File: config.mk
export PLATFORM = sky130hd
export DESIGN_NAME = frustum_box_cull
export DESIGN_NICKNAME = d
export VERILOG_FILES = /design/src/rtl/fbc_pkg.sv /design/src/rtl/frustum_box_cull.sv
export SDC_FILE = /design/constraint.sdc
export NUM_CORES = 2
export LEC_CHECK = 0
export BUFFER_PORTS_ARGS = -buffer_cell sky130_fd_sc_hd__buf_2
export CAP_MARGIN = 20
export CORE_UTILIZATION = 64
export CTS_CLUSTER_DIAMETER = 60
export DETAILED_ROUTE_END_ITERATION = 8
export PLACE_DENSITY = 0.82
export SKIP_LAST_GASP = 1
export SYNTH_ARGS = -nofsm -noshare
export SYNTH_HDL_FRONTEND = slang
export SYNTH_SLANG_ARGS = --single-unit
File: constraint.sdc
create_clock -name i_clk -period 16.5 [get_ports i_clk]
set_clock_uncertainty 0.05 [all_clocks]
set_input_delay 3.3 -clock i_clk [delete_from_list [all_inputs] [get_ports i_clk]]
set_output_delay 3.3 -clock i_clk [all_outputs]
set_load 0.01 [all_outputs]
File: src/rtl/fbc_pkg.sv
// ============================================================================
// fbc_pkg: shared types and constants for the frustum box cull block
// Stream field layout, request kinds and the sequencer state type.
// ============================================================================
`default_nettype none

package fbc_pkg;

    // Field widths of one item
    localparam int FIELD_W     = 32;
    localparam int IDX_W       = 3;
    localparam int MASK_BITS   = 6;

    // Slave-side tdata layout, lowest bit up
    localparam int OFS_IDX     = 0;
    localparam int OFS_NX      = 3;
    localparam int OFS_NY      = 35;
    localparam int OFS_NZ      = 67;
    localparam int OFS_D       = 99;
    localparam int OFS_MIN_X   = 131;
    localparam int OFS_MIN_Y   = 163;
    localparam int OFS_MIN_Z   = 195;
    localparam int OFS_MAX_X   = 227;
    localparam int OFS_MAX_Y   = 259;
    localparam int OFS_MAX_Z   = 291;
    localparam int IN_TDATA_W  = 328;

    // Master-side tdata layout, lowest bit up
    localparam int OUT_VIS     = 0;
    localparam int OUT_CONT    = 1;
    localparam int OUT_VIS_NN  = 2;
    localparam int OUT_MASK    = 3;
    localparam int OUT_TDATA_W = 16;

    // Request kinds carried on tuser
    localparam logic REQ_LOAD  = 1'b0;
    localparam logic REQ_TEST  = 1'b1;

    // Six products per plane: near x, y, z then far x, y, z
    localparam int          STEP_W    = 3;
    localparam logic [2:0]  STEP_FAR  = 3'd3;
    localparam logic [2:0]  STEP_LAST = 3'd5;

    typedef enum logic [1:0] {
        S_IDLE,
        S_RUN,
        S_DRAIN,
        S_DONE
    } t_fbc_state;

endpackage

`default_nettype wire

File: src/rtl/frustum_box_cull.sv
// ============================================================================
// frustum_box_cull: axis-aligned box test against a table of frustum planes
// Keeps NUM_PLANES planes in Q16.16 and tests boxes against them with one
// shared multiply-accumulate unit.
// ============================================================================
// Usage:
//   Slave channel: tuser = 0 loads one plane (slot plane_index, ignored when
//   out of range) and is done in the accept cycle with no result item.
//   tuser = 1 tests one box and yields one result item on the master channel.
//   Each test walks the planes one product at a time through a single signed
//   COORD_BITS x COORD_BITS multiplier and a wide accumulator: six products
//   per plane (near corner x, y, z, then far corner x, y, z). The result
//   goes from the product register through the result flags into the output
//   register in the done state, and the next item is taken in the cycle after
//   that. Ready is low while a test runs.
//   The output register holds a finished result while the receiver stalls;
//   loads and a new test are still accepted then, and a second test result
//   waits in its final state until the register frees up.
//   Synchronous active-low reset clears all planes to zero (a zero plane
//   never rejects and never contains a box) and empties the output.
// ============================================================================
`default_nettype none

module frustum_box_cull #(
    parameter int NUM_PLANES = 6,
    parameter int COORD_BITS = 32
) (
    input  wire logic                            i_clk,
    input  wire logic                            i_rst_n,
    // slave: plane_index, normal_x/y/z, plane_offset, box_min_x/y/z,
    //        box_max_x/y/z (low bit up), zero padded
    input  wire logic                            i_s_axis_tvalid,
    output      logic                            o_s_axis_tready,
    input  wire logic [fbc_pkg::IN_TDATA_W-1:0]  i_s_axis_tdata,
    // slave tuser: req_type
    input  wire logic                            i_s_axis_tuser,
    // master: visible, contained, visible_ignoring_near, reject_mask[5:0]
    //         (low bit up), zero padded
    output      logic                            o_m_axis_tvalid,
    input  wire logic                            i_m_axis_tready,
    output      logic [fbc_pkg::OUT_TDATA_W-1:0] o_m_axis_tdata
);
    import fbc_pkg::*;

    localparam int CB    = COORD_BITS;
    localparam int KW    = (NUM_PLANES > 1) ? $clog2(NUM_PLANES) : 1;
    localparam int ACC_W = 2 * COORD_BITS + 2;

    // plane table
    logic signed [CB-1:0] r_nx [NUM_PLANES];
    logic signed [CB-1:0] r_ny [NUM_PLANES];
    logic signed [CB-1:0] r_nz [NUM_PLANES];
    logic signed [CB-1:0] r_d  [NUM_PLANES];

    // box under test
    logic signed [CB-1:0] r_lo_x, r_lo_y, r_lo_z;
    logic signed [CB-1:0] r_hi_x, r_hi_y, r_hi_z;

    // sequencer
    t_fbc_state          r_state, n_state;
    logic [KW-1:0]       r_k;
    logic [STEP_W-1:0]   r_step;

    // product stage
    logic                  r_p_valid;
    logic signed [2*CB-1:0] r_prod;
    logic                  r_p_first, r_p_last, r_p_far;
    logic [KW-1:0]         r_p_k;
    logic signed [CB-1:0]  r_p_d;

    // accumulate stage and result flags
    logic signed [ACC_W-1:0] r_acc;
    logic                    r_vis, r_cont, r_vis_nn;
    logic [MASK_BITS-1:0]    r_mask;

    // output register
    logic                    r_out_valid;
    logic [OUT_TDATA_W-1:0]  r_out_data;
    logic [OUT_TDATA_W-1:0]  out_word;

    // control
    logic in_acc, load_acc, test_acc, issue, issue_last, out_load;
    logic [IDX_W-1:0] ld_idx;
    logic             ld_ok;

    assign in_acc   = i_s_axis_tvalid && o_s_axis_tready;
    assign load_acc = in_acc && (i_s_axis_tuser == REQ_LOAD);
    assign test_acc = in_acc && (i_s_axis_tuser == REQ_TEST);
    assign ld_idx   = i_s_axis_tdata[OFS_IDX +: IDX_W];
    assign ld_ok    = (32'(ld_idx) < 32'(NUM_PLANES));

    assign issue_last = (r_k == KW'(NUM_PLANES - 1)) && (r_step == STEP_LAST);

    // next state and handshake
    always_comb begin
        n_state         = r_state;
        o_s_axis_tready = 1'b0;
        issue           = 1'b0;
        out_load        = 1'b0;
        unique case (r_state)
            S_IDLE: begin
                o_s_axis_tready = 1'b1;
                if (test_acc) n_state = S_RUN;
            end
            S_RUN: begin
                issue = 1'b1;
                if (issue_last) n_state = S_DRAIN;
            end
            S_DRAIN: begin
                n_state = S_DONE;
            end
            S_DONE: begin
                if (!r_out_valid || i_m_axis_tready) begin
                    out_load = 1'b1;
                    n_state  = S_IDLE;
                end
            end
            default: n_state = S_IDLE;
        endcase
    end

    always_ff @(posedge i_clk) begin
        if (!i_rst_n) begin
            r_state <= S_IDLE;
        end else begin
            r_state <= n_state;
        end
    end

    // plane table writes
    always_ff @(posedge i_clk) begin
        if (!i_rst_n) begin
            for (int j = 0; j < NUM_PLANES; j++) begin
                r_nx[j] <= '0;
                r_ny[j] <= '0;
                r_nz[j] <= '0;
                r_d[j]  <= '0;
            end
        end else if (load_acc && ld_ok) begin
            r_nx[KW'(ld_idx)] <= i_s_axis_tdata[OFS_NX +: CB];
            r_ny[KW'(ld_idx)] <= i_s_axis_tdata[OFS_NY +: CB];
            r_nz[KW'(ld_idx)] <= i_s_axis_tdata[OFS_NZ +: CB];
            r_d[KW'(ld_idx)]  <= i_s_axis_tdata[OFS_D  +: CB];
        end
    end

    // operand select: component, corner and plane for this step
    logic                 far_step;
    logic [1:0]           comp;
    logic signed [CB-1:0] sel_n, sel_lo, sel_hi, sel_c;
    logic                 use_hi;
    logic signed [2*CB-1:0] mul_p;

    always_comb begin
        far_step = (r_step >= STEP_FAR);
        comp     = far_step ? 2'(r_step - STEP_FAR) : 2'(r_step);
        unique case (comp)
            2'd0: begin
                sel_n  = r_nx[r_k];
                sel_lo = r_lo_x;
                sel_hi = r_hi_x;
            end
            2'd1: begin
                sel_n  = r_ny[r_k];
                sel_lo = r_lo_y;
                sel_hi = r_hi_y;
            end
            default: begin
                sel_n  = r_nz[r_k];
                sel_lo = r_lo_z;
                sel_hi = r_hi_z;
            end
        endcase
        // nonnegative component: near takes min, far takes max
        use_hi = far_step ? !sel_n[CB-1] : sel_n[CB-1];
        sel_c  = use_hi ? sel_hi : sel_lo;
    end

    // the shared multiplier
    assign mul_p = sel_n * sel_c;

    // accumulate: a sum starts from d scaled to Q32.32
    logic signed [ACC_W-1:0] d_ext, acc_base, acc_sum;
    logic                    sum_neg, sum_zero;

    always_comb begin
        d_ext    = ACC_W'(r_p_d);
        acc_base = r_p_first ? (d_ext <<< 16) : r_acc;
        acc_sum  = acc_base + ACC_W'(r_prod);
        sum_neg  = acc_sum[ACC_W-1];
        sum_zero = (acc_sum == '0);
    end

    // sequencer counters and product-stage valid
    always_ff @(posedge i_clk) begin
        if (!i_rst_n) begin
            r_p_valid <= 1'b0;
            r_k       <= '0;
            r_step    <= '0;
        end else begin
            r_p_valid <= issue;
            if (test_acc) begin
                r_k    <= '0;
                r_step <= '0;
            end else if (issue) begin
                if (r_step == STEP_LAST) begin
                    r_step <= '0;
                    r_k    <= r_k + KW'(1);
                end else begin
                    r_step <= r_step + STEP_W'(1);
                end
            end
        end
    end

    always_ff @(posedge i_clk) begin
        // box capture
        if (test_acc) begin
            r_lo_x <= i_s_axis_tdata[OFS_MIN_X +: CB];
            r_lo_y <= i_s_axis_tdata[OFS_MIN_Y +: CB];
            r_lo_z <= i_s_axis_tdata[OFS_MIN_Z +: CB];
            r_hi_x <= i_s_axis_tdata[OFS_MAX_X +: CB];
            r_hi_y <= i_s_axis_tdata[OFS_MAX_Y +: CB];
            r_hi_z <= i_s_axis_tdata[OFS_MAX_Z +: CB];
        end
        // product stage
        if (issue) begin
            r_prod    <= mul_p;
            r_p_first <= (r_step == '0) || (r_step == STEP_FAR);
            r_p_last  <= (r_step == (STEP_FAR - 3'd1)) || (r_step == STEP_LAST);
            r_p_far   <= far_step;
            r_p_k     <= r_k;
            r_p_d     <= r_d[r_k];
        end
        // accumulate stage
        if (r_p_valid) begin
            r_acc <= acc_sum;
        end
    end

    always_ff @(posedge i_clk) begin
        if (!i_rst_n) begin
            r_vis    <= 1'b1;
            r_cont   <= 1'b1;
            r_vis_nn <= 1'b1;
            r_mask   <= '0;
        end else if (test_acc) begin
            r_vis    <= 1'b1;
            r_cont   <= 1'b1;
            r_vis_nn <= 1'b1;
            r_mask   <= '0;
        end else if (r_p_valid && r_p_last) begin
            if (!r_p_far) begin
                if (sum_neg || sum_zero) r_cont <= 1'b0;
            end else if (sum_neg) begin
                r_vis <= 1'b0;
                if (r_p_k != '0) r_vis_nn <= 1'b0;
                for (int j = 0; j < MASK_BITS; j++) begin
                    if (32'(r_p_k) == j) r_mask[j] <= 1'b1;
                end
            end
        end
    end

    // output register
    always_ff @(posedge i_clk) begin
        if (!i_rst_n) begin
            r_out_valid <= 1'b0;
        end else if (out_load) begin
            r_out_valid <= 1'b1;
        end else if (i_m_axis_tready) begin
            r_out_valid <= 1'b0;
        end
    end

    // result word, zero padded
    always_comb begin
        out_word                        = '0;
        out_word[OUT_VIS]               = r_vis;
        out_word[OUT_CONT]              = r_cont;
        out_word[OUT_VIS_NN]            = r_vis_nn;
        out_word[OUT_MASK +: MASK_BITS] = r_mask;
    end

    always_ff @(posedge i_clk) begin
        if (out_load) begin
            r_out_data <= out_word;
        end
    end

    assign o_m_axis_tvalid = r_out_valid;
    assign o_m_axis_tdata  = r_out_data;

endmodule

`default_nettype wire

# Word-level counts from Yosys, hierarchy flattened
# Memory sizes are Yosys's and may differ from the RTL's. A register that Yosys moved wholly into a read port is not among the register bits.
# Index checks and enable logic that the tools add are counted.
# op_classes
magnitude_cmp	2
addsub	4
reduce_logical	35
n_mux	40
n_bitwise	3
mul	1
eq_ne	16
# ops
cell	count
case mux 32 bit (2 select lines)	3
2-to-1 mux 32 bit	5
OR reduction 32 bit	4
adder 66 x 64 -> 66 bit	1
zero test 66 bit	1
2-to-1 mux 66 bit	1
multiplier 32 x 32 -> 64 bit	1
2-to-1 mux 3 bit	11
AND reduction 4 bit	7
2-to-1 mux 1 bit	15
equality test 3 x 2 -> 1 bit, second input constant	4
equality test 3 bit, second input constant	4
AND reduction 3 bit	3
2-to-1 mux 2 bit	4
case mux 2 bit (4 select lines)	1
adder 3 x 1 -> 3 bit, second input constant	2
logical AND 1 bit	6
zero test 3 bit	2
inequality test 2 bit, second input constant	3
equality test 2 x 1 -> 1 bit, second input constant	2
equality test 2 bit, second input constant	2
zero test 2 bit	2
logical OR 1 bit	4
equality test 3 x 1 -> 1 bit, second input constant	1
other kinds (9)	12
# word_totals
register_bits	356
in_bits	333
n_memories	4
out_inout_bits	18
ramBits	768
# memory_table
name	depth	word_bits	rd	rd_clocked_by_memory_dff	wr	line	text
r_d	6	32	1	1	6	frustum_box_cull.sv:53	logic signed [CB-1:0] r_d [NUM_PLANES];
r_nx	6	32	1	1	6	frustum_box_cull.sv:50	logic signed [CB-1:0] r_nx [NUM_PLANES];
r_ny	6	32	1	1	6	frustum_box_cull.sv:51	logic signed [CB-1:0] r_ny [NUM_PLANES];
r_nz	6	32	1	1	6	frustum_box_cull.sv:52	logic signed [CB-1:0] r_nz [NUM_PLANES];

# Longest topological paths before layout
# depth
word_depth	10
depth_mapped	45
depth_no_buf	40

# Worst setup path before layout
# No wires, ideal clock.
# synth_path
kind	input port to flip-flop
from	input port i_s_axis_tvalid
to	memory r_d[4][0] in the netlist's numbering, enable pin
required_ns	15.658
setup_ns	0.792
setup_slack_ns	2.592
t_arrival_ns	13.066
stages	7
path_cell_list	nand2_1 > a211oi_1 > and2_1 > clkbuf_1 > a21o_1 > clkbuf_1 > o21ai_0
# synth_rtl
element	line	text
start: declaration	frustum_box_cull.sv:32	input wire logic i_s_axis_tvalid,
end: declaration	frustum_box_cull.sv:53	

# Worst setup path after layout
# layout_path
from	register r_step[2]
to	register r_prod[63] (data pin)
# layout_between
elab_chain_cells	8
elab_cells_between_ends	11
# layout_lines
element	line	text
start: declaration	frustum_box_cull.sv:62	logic [STEP_W-1:0] r_step;
start signal: assignment	frustum_box_cull.sv:210	r_step <= r_step + STEP_W'(1);
greater-or-equal comparator 3 x 2 -> 1 bit (*)	frustum_box_cull.sv:155	far_step = (r_step >= STEP_FAR);
2-to-1 mux 2 bit	frustum_box_cull.sv:156	comp = far_step ? 2'(r_step - STEP_FAR) : 2'(r_step);
equality test 2 x 1 -> 1 bit / zero test 2 bit (equally long branches)	frustum_box_cull.sv:157	unique case (comp)
case mux 32 bit (2 select lines)	frustum_box_cull.sv:157	
zero test 1 bit	frustum_box_cull.sv:175	use_hi = far_step ? !sel_n[CB-1] : sel_n[CB-1];
2-to-1 mux 1 bit	frustum_box_cull.sv:175	
2-to-1 mux 32 bit	frustum_box_cull.sv:176	sel_c = use_hi ? sel_hi : sel_lo;
multiplier 32 x 32 -> 64 bit (*)	frustum_box_cull.sv:180	assign mul_p = sel_n * sel_c;
named net mul_p[63]	frustum_box_cull.sv:152	logic signed [2*CB-1:0] mul_p;
end signal: assignment	frustum_box_cull.sv:228	r_prod <= mul_p;
end: declaration	frustum_box_cull.sv:66	logic signed [2*CB-1:0] r_prod;
# The timed path passes the listed nets; every way through them passes the cells marked *.
# A chain may end at the register's enable or synchronous reset.

==> run metrics <==
number of placement rows=141; top cells by area in the synthesized netlist=sky130_fd_sc_hd__edfxtp_1 43%, sky130_fd_sc_hd__fa_1 23%, sky130_fd_sc_hd__mux4_2 6.0%, sky130_fd_sc_hd__inv_1 5.0%, sky130_fd_sc_hd__nor2_1 4.7%; Hold Violations, Final=0; flip-flop and latch area=42300 sq um; setup repair after global routing missed its margin=no; total of buffers placed on input and output ports=338; buffers inserted by post-CTS timing repair=0; number of maximum-capacitance violations=0; largest area contributor in the netlist=sky130_fd_sc_hd__edfxtp_1; result of the run=completed; area share of the largest cell type after synthesis=0.434; dominant cell type by count on the critical path=sky130_fd_sc_hd__fa_1; EDFF count, synth=1393; number of cells in the finished layout apart from fillers=10700; GRT Overall Usage=0.360; CTS tree=built; initial core utilization=0.648; Synth Area per Inst=11.9 sq um; initial antenna violation count=27; achievable clock frequency=70.7 MHz; layout overhead on the synthesized area=10.3%; aggregate routed wire length=268 mm; post-synthesis instance total=8075; number of CTS-inserted buffers=145; CTS clock-pin slew for the worst setup and hold paths=70 ps; Critical Setup Path Class=flip-flop to flip-flop; antenna violation net count after detailed routing=0; Routability Congestion=0.973; highest-delay cell along the critical path=sky130_fd_sc_hd__a2111oi_0; count of hold-fix buffers inserted at cts=0; actual slew at the worst max-slew pin=1220 ps; H-tree depth=4; max-slew headroom at the worst pin=0.188; deepest clock path buffer count=3; Setup-failing EPs final=0; critical path buffer and inverter count=7; clock latency reported for the late side of the worst-skew pair=810 ps; startpoint kind of the worst setup timing path=flip-flop; Worst Path Required=16980 ps; Die Outline Area=152000 sq um; number of placed I/O pins=351; Tcrit/Tclk final=0.857; vias in the first global route=70300; multi-input combinational cell area=48900 sq um; DIE HEIGHT=390 um; fraction of the yosys area taken by sequential cells=0.439; # nets final=10200; worst endpoint data arrival time=14610 ps; Async S/R FF share, synth=0; Post-DP HPWL=182 mm; Avg WL per Cell=25.1 um; first-pass detailed-route iteration total=9; DR vias/cell=6.19; total overflow reported by the global router=0; family with the most delay on the worst path=adder cells; largest net degree at the start of global routing=144; cell area after technology mapping=96300 sq um; Clock Root Buffer=sky130_fd_sc_hd__clkbuf_16; number of sinks on the clock net=1415; Largest stage delay, worst path=1010 ps; total negative slack=0 ps; nature of the critical path endpoint=flip-flop; count of yosys warnings during synthesis=0; wire length of the first global-routing pass=406 mm; DRC violation total after the first TritonRoute iteration=7942; share of layout cells above drive strength 1=0.127; total of flip-flops plus latches after synthesis=1415; vias post-DR=66100; Resize count post-CTS=0; FILL cells=9622; unique cell type count in the Yosys netlist=98; remaining design rule violation count=0; Final Max Slew Viols=0; top flip-flop cell by instance count after synthesis=sky130_fd_sc_hd__edfxtp_1; worst min-delay path category=flip-flop to flip-flop; Inst Count DP=10400; min Tclk post-route=14140 ps; core footprint=149000 sq um; Die W=390 um; CP Max Fanout=40
## Yosys cell counts, drive strengths merged, types with 28 or more instances
cell,instances
edfxtp,1393
inv,1275
nor2,1216
fa,1083
nand2,889
clkbuf,315
ha,260
mux4,256
a21oi,143
nand3,127
buf,114
o21ai,104
xnor2,87
mux2,65
a21o,60
nand2b,48
and2,42
xor2,42
mux2i,41
and3,38
nor2b,38
o22ai,34
nand4,31
o22a,28
## stage by stage
stage / cell area [sq um] / setup WS, ps / utilization / hold slack (ps)
floorplan: 97300 / 2590 / - / 356
CTS: 106000 / 2500 / 0.714 / 403
finish: 106000 / 2360 / 0.715 / 408
global route: 106000 / 1790 / 0.715 / 411
detailed placement: 101000 / 2710 / 0.681 / 377
global placement: 101000 / 2950 / 0.681 / 369
## per-layer routing
layer  global-route usage  vias up  share of wire
li1                     -    27300              -
met1                0.439    33200           0.33
met2                0.581     4557           0.48
met3               0.0951     1092           0.12
met4                0.208        8          0.063
met5                    0        -        0.00028
## logic make-up after synthesis
| logic type | Yosys count | share of synthesized area |
|---|---|---|
| and+or+nand+nor | 2516 | 0.108 |
| buffers and inverters | 1706 | 0.0679 |
| DFF | 1415 | 0.439 |
| adders and majority gates | 1343 | 0.259 |
| AOI/OAI and AO/OA | 603 | 0.0431 |
| muxes | 362 | 0.0717 |
| xor gates and xnor gates | 129 | 0.0118 |
| other | 1 | 0.0000389 |
## flip-flops by register name, summed over array words and instances (netlist names), 6 cells and up, named ones only
| signal | count |
|---|---|
| r_prod | 64 |
| r_nx | 256 |
| r_lo_z | 32 |
| r_hi_z | 32 |
| r_hi_y | 32 |
| r_lo_x | 32 |
| r_lo_y | 32 |
| r_mask | 6 |
| r_hi_x | 32 |
| r_ny | 256 |
| r_acc | 66 |
| r_p_d | 32 |
| r_d | 256 |
| r_nz | 256 |
| o_m_axis_tdata | 9 |
## cell usage in the layout (no fill, tap or decap), drive strengths merged, types with 65 or more instances in the layout
master,n
ha,260
mux2,65
xnor2,87
o21ai,104
buf,484
fa,1083
mux4,256
edfxtp,1393
a21oi,143
nand2,889
conb,263
nand3,127
clkbuf,176
nor2,1216
inv,1284
## path summary, 6_finish.rpt
path / from / end / slack (ps) / cells after the start
worst max-delay path: r_step[2] / r_prod[63] / 2360 / 37
worst min-delay path: r_mask[5] / o_m_axis_tdata[8] / 410 / 0
worst max register to register: r_step[2] / r_prod[63] / 2360 / 37
worst min register to register: r_mask[5] / o_m_axis_tdata[8] / 410 / 0
## area by class of cell
type                       count  area share
timing repair buffer         484      0.0273
multi-input combinational   5216       0.460
clock buffer                 176      0.0357
sequential                  1415       0.398
antenna                       25    0.000589
inverter                    1277      0.0452
clock inverter                81     0.00924
tap                         2002      0.0236
Power is left out: the tool's default activity adds up to more than one toggle a clock period on the data nets, which glitch-free logic cannot reach.
